File: config.mk
export PLATFORM = sky130hd
export DESIGN_NAME = state_change_trace_logger
export DESIGN_NICKNAME = d
export VERILOG_FILES = /design/src/hw/rtl/scl_pkg.sv /design/src/hw/rtl/scl_front.sv /design/src/hw/rtl/scl_queue.sv /design/src/hw/rtl/scl_back.sv /design/src/hw/rtl/state_change_trace_logger.sv
export VERILOG_INCLUDE_DIRS = /design/src /design/src/hw/rtl
export SDC_FILE = /design/constraint.sdc
export NUM_CORES = 1
export LEC_CHECK = 0
export BUFFER_PORTS_ARGS = -buffer_cell sky130_fd_sc_hd__buf_2
export CAP_MARGIN = 20
export CORE_ASPECT_RATIO = 0.6
export CORE_UTILIZATION = 30
export CTS_BUF_LIST = sky130_fd_sc_hd__clkbuf_8 sky130_fd_sc_hd__clkbuf_16
export CTS_CLUSTER_DIAMETER = 60
export DETAILED_ROUTE_END_ITERATION = 10
export PLACE_DENSITY_LB_ADDON = 0.2
export SETUP_SLACK_MARGIN = 0.1
export SYNTH_ARGS = -nofsm -noshare
export SYNTH_HDL_FRONTEND = slang
export SYNTH_SLANG_ARGS = --single-unit
export TNS_END_PERCENT = 20
File: constraint.sdc
create_clock -name clk_i -period 9.79 [get_ports clk_i]
set_input_delay 0.4895 -clock clk_i [delete_from_list [all_inputs] [get_ports clk_i]]
set_output_delay 0.4895 -clock clk_i [all_outputs]
set_load 0.02 [all_outputs]
File: src/hw/rtl/state_change_trace_logger_defines.svh
// ---------------------------------------------------------------------------
// State change trace logger assertion macros
// Shared concurrent assertion forms, clocked on clk_i.
// ---------------------------------------------------------------------------
`ifndef STATE_CHANGE_TRACE_LOGGER_DEFINES_SVH
`define STATE_CHANGE_TRACE_LOGGER_DEFINES_SVH

// property checked outside reset only
`define SCL_ASSERT(lbl, prop, msg) \
  lbl: assert property (@(posedge clk_i) disable iff (!rst_ni) (prop)) else $error(msg);

// property checked at every edge, reset included
`define SCL_ASSERT_ALWAYS(lbl, prop, msg) \
  lbl: assert property (@(posedge clk_i) (prop)) else $error(msg);

`endif

File: src/hw/rtl/scl_pkg.sv
// ---------------------------------------------------------------------------
// State change trace logger package
// Shared constants, record kinds, tick entry type and helper functions.
// ---------------------------------------------------------------------------
package scl_pkg;

  // defaults for the top level parameters
  localparam int unsigned LANES_DEF  = 2;
  localparam int unsigned QDEPTH_DEF = 4;

  // lanes actually carried by the lane task input
  localparam int unsigned SRC_LANES = 2;

  // reset values
  localparam logic [15:0] HB_INTERVAL_RST = 16'd100;
  localparam logic [7:0]  STATE_RST       = 8'hFF;

  // record kinds
  typedef enum logic [2:0] {
    KIND_CTRL      = 3'd0,
    KIND_SYNC      = 3'd1,
    KIND_LANE      = 3'd2,
    KIND_SENSOR    = 3'd3,
    KIND_HEARTBEAT = 3'd4
  } kind_e;

  // fields common to every record of one tick
  typedef struct packed {
    logic [31:0]        now_ms;
    logic [7:0]         ctrl;
    logic [7:0]         sync;
    logic [7:0]         sensors;
    logic [7:0]         toggled;
    logic [7:0]         active;
    logic signed [15:0] pos;
    logic signed [15:0] rate;
  } tick_t;

  // saturate a 32 bit signed rate to 16 bits signed
  function automatic logic [15:0] sat_rate(input logic [31:0] v);
    logic [15:0] r;
    if (v[31] && !(&v[30:15])) begin
      r = 16'h8000;
    end else if (!v[31] && (|v[30:15])) begin
      r = 16'h7FFF;
    end else begin
      r = v[15:0];
    end
    return r;
  endfunction

  // task code of one lane, lanes not carried read as zero
  function automatic logic [7:0] lane_task(input logic [15:0] tasks, input int unsigned i);
    logic [7:0] t;
    if (i < SRC_LANES) begin
      t = 8'(tasks >> (8 * i));
    end else begin
      t = 8'd0;
    end
    return t;
  endfunction

endpackage

File: src/hw/rtl/scl_front.sv
// ---------------------------------------------------------------------------
// State change trace logger front end
// Compares each tick against the last recorded values, keeps the watched
// state and queues one classified entry per tick that yields records.
// ---------------------------------------------------------------------------
module scl_front import scl_pkg::*; #(
  parameter int unsigned LANES = LANES_DEF,
  localparam int unsigned NEV  = LANES + 4,
  localparam int unsigned EW   = $bits(tick_t) + 8 * LANES + NEV
) (
  input  logic               clk_i,
  input  logic               rst_ni,
  input  logic               accept_i,
  input  logic [15:0]        hb_interval_i,
  input  logic [31:0]        now_ms_i,
  input  logic [7:0]         ctrl_state_i,
  input  logic [7:0]         sync_code_i,
  input  logic [15:0]        lane_tasks_i,
  input  logic [7:0]         sensor_mask_i,
  input  logic [7:0]         active_lane_i,
  input  logic signed [15:0] buffer_pos_i,
  input  logic signed [31:0] step_rate_i,
  output logic               q_push_o,
  output logic [EW-1:0]      q_data_o
);

  logic              baseline_q, baseline_d;
  logic [31:0]       last_time_q, last_time_d;
  logic [7:0]        prev_ctrl_q, prev_ctrl_d;
  logic [7:0]        prev_sync_q, prev_sync_d;
  logic [7:0]        prev_sens_q, prev_sens_d;
  logic [LANES-1:0][7:0] prev_lane_q, prev_lane_d;

  logic [LANES-1:0][7:0] lane_cur;
  logic [NEV-1:0]    mask;
  logic              changed;
  logic [31:0]       diff;
  logic              hb_due;
  tick_t             tick;

  // change detection and heartbeat check
  always_comb begin
    for (int unsigned i = 0; i < LANES; i++) begin
      lane_cur[i] = lane_task(lane_tasks_i, i);
    end
    mask    = '0;
    mask[0] = ctrl_state_i != prev_ctrl_q;
    mask[1] = sync_code_i != prev_sync_q;
    for (int unsigned i = 0; i < LANES; i++) begin
      mask[2 + i] = lane_cur[i] != prev_lane_q[i];
    end
    mask[LANES + 2] = sensor_mask_i != prev_sens_q;
    changed = |mask[LANES+2:0];
    diff    = now_ms_i - last_time_q;
    hb_due  = !diff[31] && (diff >= {16'd0, hb_interval_i});
    mask[LANES + 3] = !changed && hb_due;
  end

  // queued entry
  always_comb begin
    tick.now_ms  = now_ms_i;
    tick.ctrl    = ctrl_state_i;
    tick.sync    = sync_code_i;
    tick.sensors = sensor_mask_i;
    tick.toggled = sensor_mask_i ^ prev_sens_q;
    tick.active  = active_lane_i;
    tick.pos     = buffer_pos_i;
    tick.rate    = sat_rate(step_rate_i);
    q_data_o     = {tick, lane_cur, mask};
    q_push_o     = accept_i && baseline_q && (|mask);
  end

  // watched state update
  always_comb begin
    baseline_d  = baseline_q;
    last_time_d = last_time_q;
    prev_ctrl_d = prev_ctrl_q;
    prev_sync_d = prev_sync_q;
    prev_sens_d = prev_sens_q;
    prev_lane_d = prev_lane_q;
    if (accept_i) begin
      baseline_d  = 1'b1;
      prev_ctrl_d = ctrl_state_i;
      prev_sync_d = sync_code_i;
      prev_sens_d = sensor_mask_i;
      prev_lane_d = lane_cur;
      if (!baseline_q || (|mask)) begin
        last_time_d = now_ms_i;
      end
    end
  end

  always_ff @(posedge clk_i or negedge rst_ni) begin
    if (!rst_ni) begin
      baseline_q  <= 1'b0;
      last_time_q <= '0;
      prev_ctrl_q <= STATE_RST;
      prev_sync_q <= STATE_RST;
      prev_sens_q <= STATE_RST;
      prev_lane_q <= {LANES{STATE_RST}};
    end else begin
      baseline_q  <= baseline_d;
      last_time_q <= last_time_d;
      prev_ctrl_q <= prev_ctrl_d;
      prev_sync_q <= prev_sync_d;
      prev_sens_q <= prev_sens_d;
      prev_lane_q <= prev_lane_d;
    end
  end

endmodule

File: src/hw/rtl/scl_queue.sv
// ---------------------------------------------------------------------------
// State change trace logger entry queue
// Small first-in first-out store of classified ticks between front and back.
// ---------------------------------------------------------------------------
module scl_queue import scl_pkg::*; #(
  parameter int unsigned WIDTH = 8,
  parameter int unsigned DEPTH = QDEPTH_DEF,
  localparam int unsigned PW   = (DEPTH > 1) ? $clog2(DEPTH) : 1,
  localparam int unsigned CW   = $clog2(DEPTH + 1)
) (
  input  logic             clk_i,
  input  logic             rst_ni,
  input  logic             push_i,
  input  logic [WIDTH-1:0] data_i,
  input  logic             pop_i,
  output logic [WIDTH-1:0] data_o,
  output logic             full_o,
  output logic             empty_o
);

  localparam logic [PW-1:0] LAST_IDX = PW'(DEPTH - 1);

  logic [WIDTH-1:0] mem_q [DEPTH];
  logic [PW-1:0]    wr_q, wr_d, rd_q, rd_d;
  logic [CW-1:0]    cnt_q, cnt_d;

  assign full_o  = cnt_q == CW'(DEPTH);
  assign empty_o = cnt_q == '0;
  assign data_o  = mem_q[rd_q];

  // pointer and fill count update
  always_comb begin
    wr_d  = wr_q;
    rd_d  = rd_q;
    cnt_d = cnt_q;
    if (push_i) begin
      wr_d = (wr_q == LAST_IDX) ? '0 : wr_q + 1'b1;
    end
    if (pop_i) begin
      rd_d = (rd_q == LAST_IDX) ? '0 : rd_q + 1'b1;
    end
    if (push_i && !pop_i) begin
      cnt_d = cnt_q + 1'b1;
    end else if (pop_i && !push_i) begin
      cnt_d = cnt_q - 1'b1;
    end
  end

  always_ff @(posedge clk_i or negedge rst_ni) begin
    if (!rst_ni) begin
      wr_q  <= '0;
      rd_q  <= '0;
      cnt_q <= '0;
    end else begin
      wr_q  <= wr_d;
      rd_q  <= rd_d;
      cnt_q <= cnt_d;
    end
  end

  // entry storage
  always_ff @(posedge clk_i) begin
    if (push_i) begin
      mem_q[wr_q] <= data_i;
    end
  end

endmodule

File: src/hw/rtl/scl_back.sv
// ---------------------------------------------------------------------------
// State change trace logger back end
// Walks the event bits of the head entry, lowest first, and loads one trace
// record per cycle into the output register while it is empty or popped.
// ---------------------------------------------------------------------------
module scl_back import scl_pkg::*; #(
  parameter int unsigned LANES = LANES_DEF,
  localparam int unsigned NEV  = LANES + 4,
  localparam int unsigned EW   = $bits(tick_t) + 8 * LANES + NEV
) (
  input  logic               clk_i,
  input  logic               rst_ni,
  input  logic [EW-1:0]      q_data_i,
  input  logic               q_empty_i,
  output logic               q_pop_o,
  input  logic               pop_i,
  output logic               empty_o,
  output logic [2:0]         record_kind_o,
  output logic [7:0]         record_lane_o,
  output logic [31:0]        record_time_o,
  output logic [7:0]         record_ctrl_o,
  output logic [7:0]         record_sync_o,
  output logic [7:0]         record_sensors_o,
  output logic signed [15:0] record_pos_o,
  output logic signed [15:0] record_rate_o,
  output logic [7:0]         record_payload_o,
  output logic               last_o
);

  tick_t                 tick;
  logic [LANES-1:0][7:0] tasks;
  logic [NEV-1:0]        mask;
  logic [NEV-1:0]        sent_q, sent_d;
  logic [NEV-1:0]        rem, sel, rest;
  logic                  load;
  logic                  out_valid_q, out_valid_d;

  kind_e                 kind_d, kind_q;
  logic [7:0]            lane_d, lane_q;
  logic [7:0]            payload_d, payload_q;
  tick_t                 tick_q;
  logic                  last_q;

  assign {tick, tasks, mask} = q_data_i;

  // pick the lowest pending event of the head entry
  always_comb begin
    rem     = mask & ~sent_q;
    sel     = rem & (~rem + 1'b1);
    rest    = rem & ~sel;
    load    = !q_empty_i && (!out_valid_q || pop_i);
    q_pop_o = load && (rest == '0);
  end

  // record decode
  always_comb begin
    kind_d    = KIND_HEARTBEAT;
    lane_d    = tick.active;
    payload_d = 8'd0;
    if (sel[0]) begin
      kind_d    = KIND_CTRL;
      payload_d = tick.ctrl;
    end
    if (sel[1]) begin
      kind_d    = KIND_SYNC;
      payload_d = tick.sync;
    end
    for (int unsigned i = 0; i < LANES; i++) begin
      if (sel[2 + i]) begin
        kind_d    = KIND_LANE;
        lane_d    = 8'(i + 1);
        payload_d = tasks[i];
      end
    end
    if (sel[LANES + 2]) begin
      kind_d    = KIND_SENSOR;
      payload_d = tick.toggled;
    end
  end

  // progress through the head entry and output valid
  always_comb begin
    sent_d      = sent_q;
    out_valid_d = out_valid_q;
    if (load) begin
      sent_d      = q_pop_o ? '0 : (sent_q | sel);
      out_valid_d = 1'b1;
    end else if (pop_i) begin
      out_valid_d = 1'b0;
    end
  end

  always_ff @(posedge clk_i or negedge rst_ni) begin
    if (!rst_ni) begin
      sent_q      <= '0;
      out_valid_q <= 1'b0;
    end else begin
      sent_q      <= sent_d;
      out_valid_q <= out_valid_d;
    end
  end

  // output record register
  always_ff @(posedge clk_i) begin
    if (load) begin
      kind_q    <= kind_d;
      lane_q    <= lane_d;
      payload_q <= payload_d;
      tick_q    <= tick;
      last_q    <= rest == '0;
    end
  end

  assign empty_o          = !out_valid_q;
  assign record_kind_o    = kind_q;
  assign record_lane_o    = lane_q;
  assign record_time_o    = tick_q.now_ms;
  assign record_ctrl_o    = tick_q.ctrl;
  assign record_sync_o    = tick_q.sync;
  assign record_sensors_o = tick_q.sensors;
  assign record_pos_o     = tick_q.pos;
  assign record_rate_o    = tick_q.rate;
  assign record_payload_o = payload_q;
  assign last_o           = last_q;

endmodule

File: src/hw/rtl/state_change_trace_logger.sv
// ---------------------------------------------------------------------------
// State change trace logger
// Emits one trace record per changed watched value, or a heartbeat record.
// ---------------------------------------------------------------------------
// A tick is taken whenever push is high and full is low. The first tick after
// reset only records the baseline. Later ticks are compared against the last
// recorded values by the front end; a tick with records is pushed as one
// entry into a QDEPTH-deep queue, a tick without records leaves nothing. The
// back end turns the head entry into records at one record per cycle while
// the output is empty or popped; a tick has 1 to LANES + 3 records, and that
// record rate is what bounds sustained throughput. The first record of a
// tick passes the queue and the output register before it shows. Records come
// in the order controller, sync, lanes from lane 1, sensors; last marks the
// final record of a tick. The heartbeat interval is written through the cfg
// port, which is always ready, and must only change while the block is idle.
`include "state_change_trace_logger_defines.svh"

module state_change_trace_logger import scl_pkg::*; #(
  parameter int unsigned LANES  = LANES_DEF,
  parameter int unsigned QDEPTH = QDEPTH_DEF
) (
  input  logic               clk_i,
  input  logic               rst_ni,
  // configuration write channel
  input  logic               cfg_valid_i,
  output logic               cfg_ready_o,
  input  logic [15:0]        cfg_data_i,
  // tick input
  input  logic               push,
  output logic               full,
  input  logic [31:0]        now_ms_i,
  input  logic [7:0]         ctrl_state_i,
  input  logic [7:0]         sync_code_i,
  input  logic [15:0]        lane_tasks_i,
  input  logic [7:0]         sensor_mask_i,
  input  logic [7:0]         active_lane_i,
  input  logic signed [15:0] buffer_pos_i,
  input  logic signed [31:0] step_rate_i,
  // record output
  input  logic               pop,
  output logic               empty,
  output logic [2:0]         record_kind_o,
  output logic [7:0]         record_lane_o,
  output logic [31:0]        record_time_o,
  output logic [7:0]         record_ctrl_o,
  output logic [7:0]         record_sync_o,
  output logic [7:0]         record_sensors_o,
  output logic signed [15:0] record_pos_o,
  output logic signed [15:0] record_rate_o,
  output logic [7:0]         record_payload_o,
  output logic               last_o
);

  localparam int unsigned NEV = LANES + 4;
  localparam int unsigned EW  = $bits(tick_t) + 8 * LANES + NEV;

  logic [15:0]   hb_interval_q;
  logic          accept;
  logic          q_push, q_pop, q_full, q_empty;
  logic [EW-1:0] q_wdata, q_rdata;

  // heartbeat interval register
  assign cfg_ready_o = 1'b1;

  always_ff @(posedge clk_i or negedge rst_ni) begin
    if (!rst_ni) begin
      hb_interval_q <= HB_INTERVAL_RST;
    end else if (cfg_valid_i && cfg_ready_o) begin
      hb_interval_q <= cfg_data_i;
    end
  end

  // input transaction
  assign full   = q_full;
  assign accept = push && !full;

  scl_front #(
    .LANES (LANES)
  ) u_front (
    .clk_i         (clk_i),
    .rst_ni        (rst_ni),
    .accept_i      (accept),
    .hb_interval_i (hb_interval_q),
    .now_ms_i      (now_ms_i),
    .ctrl_state_i  (ctrl_state_i),
    .sync_code_i   (sync_code_i),
    .lane_tasks_i  (lane_tasks_i),
    .sensor_mask_i (sensor_mask_i),
    .active_lane_i (active_lane_i),
    .buffer_pos_i  (buffer_pos_i),
    .step_rate_i   (step_rate_i),
    .q_push_o      (q_push),
    .q_data_o      (q_wdata)
  );

  scl_queue #(
    .WIDTH (EW),
    .DEPTH (QDEPTH)
  ) u_queue (
    .clk_i   (clk_i),
    .rst_ni  (rst_ni),
    .push_i  (q_push),
    .data_i  (q_wdata),
    .pop_i   (q_pop),
    .data_o  (q_rdata),
    .full_o  (q_full),
    .empty_o (q_empty)
  );

  scl_back #(
    .LANES (LANES)
  ) u_back (
    .clk_i            (clk_i),
    .rst_ni           (rst_ni),
    .q_data_i         (q_rdata),
    .q_empty_i        (q_empty),
    .q_pop_o          (q_pop),
    .pop_i            (pop),
    .empty_o          (empty),
    .record_kind_o    (record_kind_o),
    .record_lane_o    (record_lane_o),
    .record_time_o    (record_time_o),
    .record_ctrl_o    (record_ctrl_o),
    .record_sync_o    (record_sync_o),
    .record_sensors_o (record_sensors_o),
    .record_pos_o     (record_pos_o),
    .record_rate_o    (record_rate_o),
    .record_payload_o (record_payload_o),
    .last_o           (last_o)
  );

  // checks
  `SCL_ASSERT(a_no_push_when_full, q_push |-> !q_full, "entry pushed into a full queue")
  `SCL_ASSERT(a_no_pop_when_empty, q_pop |-> !q_empty, "entry popped from an empty queue")
  `SCL_ASSERT(a_kind_legal, !empty |-> (record_kind_o <= KIND_HEARTBEAT), "illegal record kind")
  `SCL_ASSERT_ALWAYS(a_empty_after_reset, $past(!rst_ni) |-> empty, "record shown after reset")

endmodule
==> impl_metrics.csv <==
group,metric,value,unit
synth,synth_top_area_cell,"edfxtp_1",
grt,grt_pass1_wl,106000,um
die,row_count,87,
timing,setup-tns-final,0,ns
timing,layout_min_cycle_time,6.55,ns
critical_path,arrival,6.79,ns
synth,yosys-top-cells-area,"edfxtp_1 (64%), mux4_2 (9.9%), dfrtp_1 (5.2%)",
critical_path,endpoint_kind,"flip-flop",
synth,synth.most_common_cell,"edfxtp_1",
clocking,hold_buffers,0,
synth,syn_nets,1764,
timing,slew_viol_final,0,
detailed_routing,drc,0,
layout,final_area,34300,sq um
detailed_routing,firstDrtPassIters,5,
placed_design,dp_cells,3023,
detailed_routing,wl_met3,4430,um
grt,grt_max_degree,92,
detailed_routing,met2_length,29600,um
detailed_routing,wl_per_cell,22.5,um
synth,synthCells,1560,
synth,synth-seq-area-share,73.0,%
critical_path,start_kind,"flip-flop",
placed_design,portBuffers,258,
timing,relSlewSlack,25.9,%
detailed_routing,first_iter_violations,1071,
clocking,clk_pin_slew,0.06,ns
detailed_routing,viasPerCell,4.79,
detailed_routing,vias,15200,
synth,synth-async-reset-ratio,14.4,%
detailed_routing,highest_layer,"met5",
placed_design,place_hpwl,45600,um
detailed_routing,ant_nets,0,
synth,netlist_area,28800,sq um
die,initial_core_util,30.5,%
critical_path,critPathKind,"flip-flop to flip-flop",
synth,ys.warnings.count,0,
detailed_routing,totalWireLength,71300,um
layout,drive_gt1_share,32.1,%
die,die_area,97300,sq um
flow_run,cap_violations,0,
clocking,cts_buffer_depth,3,
clocking,post_cts_buffers,0,
layout,final_cells,3169,
synth,syn_area_per_cell,18.5,sq um
placed_design,routabilityCongestion,0.867,
clocking,cts_buffers,73,
synth,ys_top_cells_by_count,"edfxtp_1 (612), mux4_2 (126), inv_1 (66), nand2_1 (62), dfrtp_1 (60)",
synth,ys_types,61,
die,fp.dieH,242,um
timing,setup_viol,0,
grt,grt_use_total,14.7,%
timing,fin_skew,0.0160,ns
timing,worstMarginPinSlew,1.11,ns
synth,synth-main-ff-cell,"edfxtp_1",
power_and_ir_drop,ir_worst_vdd,0.153,mV
power_and_ir_drop,power_leakage,12.2,nW
clocking,cts_tree,"yes",
die,ios,260,
clocking,ctsResizeCount,0,
timing,max_freq,153,MHz
synth,synth-edff-count,612,
clocking,cts_max_level,3,
min_path,hp-class,"primary input to asynchronous set/reset pin",
timing,finalCritPeriodShare,66.9,%
timing,rsz0062_at_grt,"no",
clocking,clock-sinks,715,
placed_design,place_area,31600,sq um
synth,synth_top_area_share,63.8,%
die,coreArea,94500,sq um
clocking,cts_root_buffer,"clkbuf_16",
grt,overflow,0,
grt,antenna_found_initial,16,
grt,grt_pass1_vias,15700,
timing,hold_violations,0,
detailed_routing,route.layer.met1.wl,35500,um
layout,nets,2060,
outcome,status,"complete, no violations",
synth,ys_ff_latch,715,
critical_path,cp.required,10.03,ns
clocking,clk_latency,0.62,ns
die,die_x,402,um
critical_path,crit_fanout,91,
layout,syn2layout_area_growth,19.0,%
power_and_ir_drop,p_per_area,319,nW/um^2
logic make-up after synthesis:
group | share of synthesized area [%]
buf+inv | 1.68
compound gates | 4.46
flops | 73.0
xor+xnor | 1.95
fa+ha+maj | 2.48
mux | 13.0
simple gates | 3.45
other cells | 0.0130
power breakdown:
part	leakage [nW]	internal [mW]	total, mW	switching, mW
Clock	1.31	1.77	2.98	1.21
Combinational	4.10	1.29	3.34	2.06
Sequential	6.80	4.32	4.61	0.291
through the flow:
step	hold slack (ns)	util [%]	total power, mW	worst slack [ns]
floorplan	0.194	-	6.86	1.91
global placement	0.475	33.5	8.01	3.05
detailed placement	0.480	33.5	8.05	2.96
CTS	0.0212	36.2	11.1	3.23
global route	0.0433	36.3	11.5	2.63
finish	0.0357	36.3	10.9	3.24
layout make-up:
type                    instances  area [sq um]
diodes                          6          15.0
fillers                      8802         60200
multi-input cells             723          7330
flip-flops and latches        715         21000
inverters                      67           251
clock buffers                  76          1900
repair buffers                276          1520
well taps                    1246          1560
clock inverters                60           673
flip-flops by register name, indices dropped and copies added (netlist names), 16 cells and up:
signal,cells
u_front.last_time_q,32
u_front.prev_lane_q,16
u_back.record_pos_o,16
u_queue.mem_q,504
u_back.record_rate_o,16
u_back.record_time_o,32
hb_interval_q,16
metal layers:
layer	GRT usage, %	vias to the layer above
li1	-	6778
met1	22.6	7831
met2	20.4	430
met3	3.46	122
met4	4.16	18
met5	0	-
worst max-delay path: stages (launching register included):
cell       delay [ns]
dfrtp_1          0.34
inv_1            0.05
ha_1             0.34
a21oi_1          0.23
nand2_1          0.15
o21ai_0          0.29
a21oi_1          0.15
o21a_1           0.20
o21ai_0          0.16
nand2b_1         0.12
a21o_1           0.19
a21oi_1          0.16
xnor2_1          0.09
ha_1             0.30
nand4_1          0.12
nor2_1           0.16
nor4b_1          0.26
a21oi_1          0.10
o2111ai_1        0.10
nor3_1           0.08
o211ai_1         0.16
o41ai_4          0.14
a211oi_1         0.81
and2_4           0.75
buf_12           0.41
path summary, 6_finish.rpt:
path	from	end	slack, ns	cells past startpoint
min	rst_ni	u_back.out_valid_q	0.04	1
min reg2reg	u_queue.cnt_q[2]	u_queue.cnt_q[2]	0.49	1
max in group asynchronous	rst_ni	u_queue.rd_q[1]	8.43	2
min in group clk_i	pop	u_back.out_valid_q	0.08	2
max	u_front.last_time_q[4]	u_queue.mem_q[3][14]	3.24	24
max reg2reg	u_front.last_time_q[4]	u_queue.mem_q[3][14]	3.24	24
placed cells by master (no fill, tap or decap), drive strengths merged, types with 15 or more instances in the layout:
cell,netlist,final
mux2,77,77
a22oi,16,16
clkbuf,36,77
mux4,126,126
dfstp,43,43
nor4,15,15
a21oi,49,49
dfrtp,60,60
edfxtp,612,612
ha,53,53
inv,66,88
nor2,42,42
clkinv,1,23
o21ai,40,40
xor2,50,50
buf,19,275
a21o,26,26
nor2b,17,17
nand2,62,62
No activity file was read; power rests on OpenSTA's default activity.
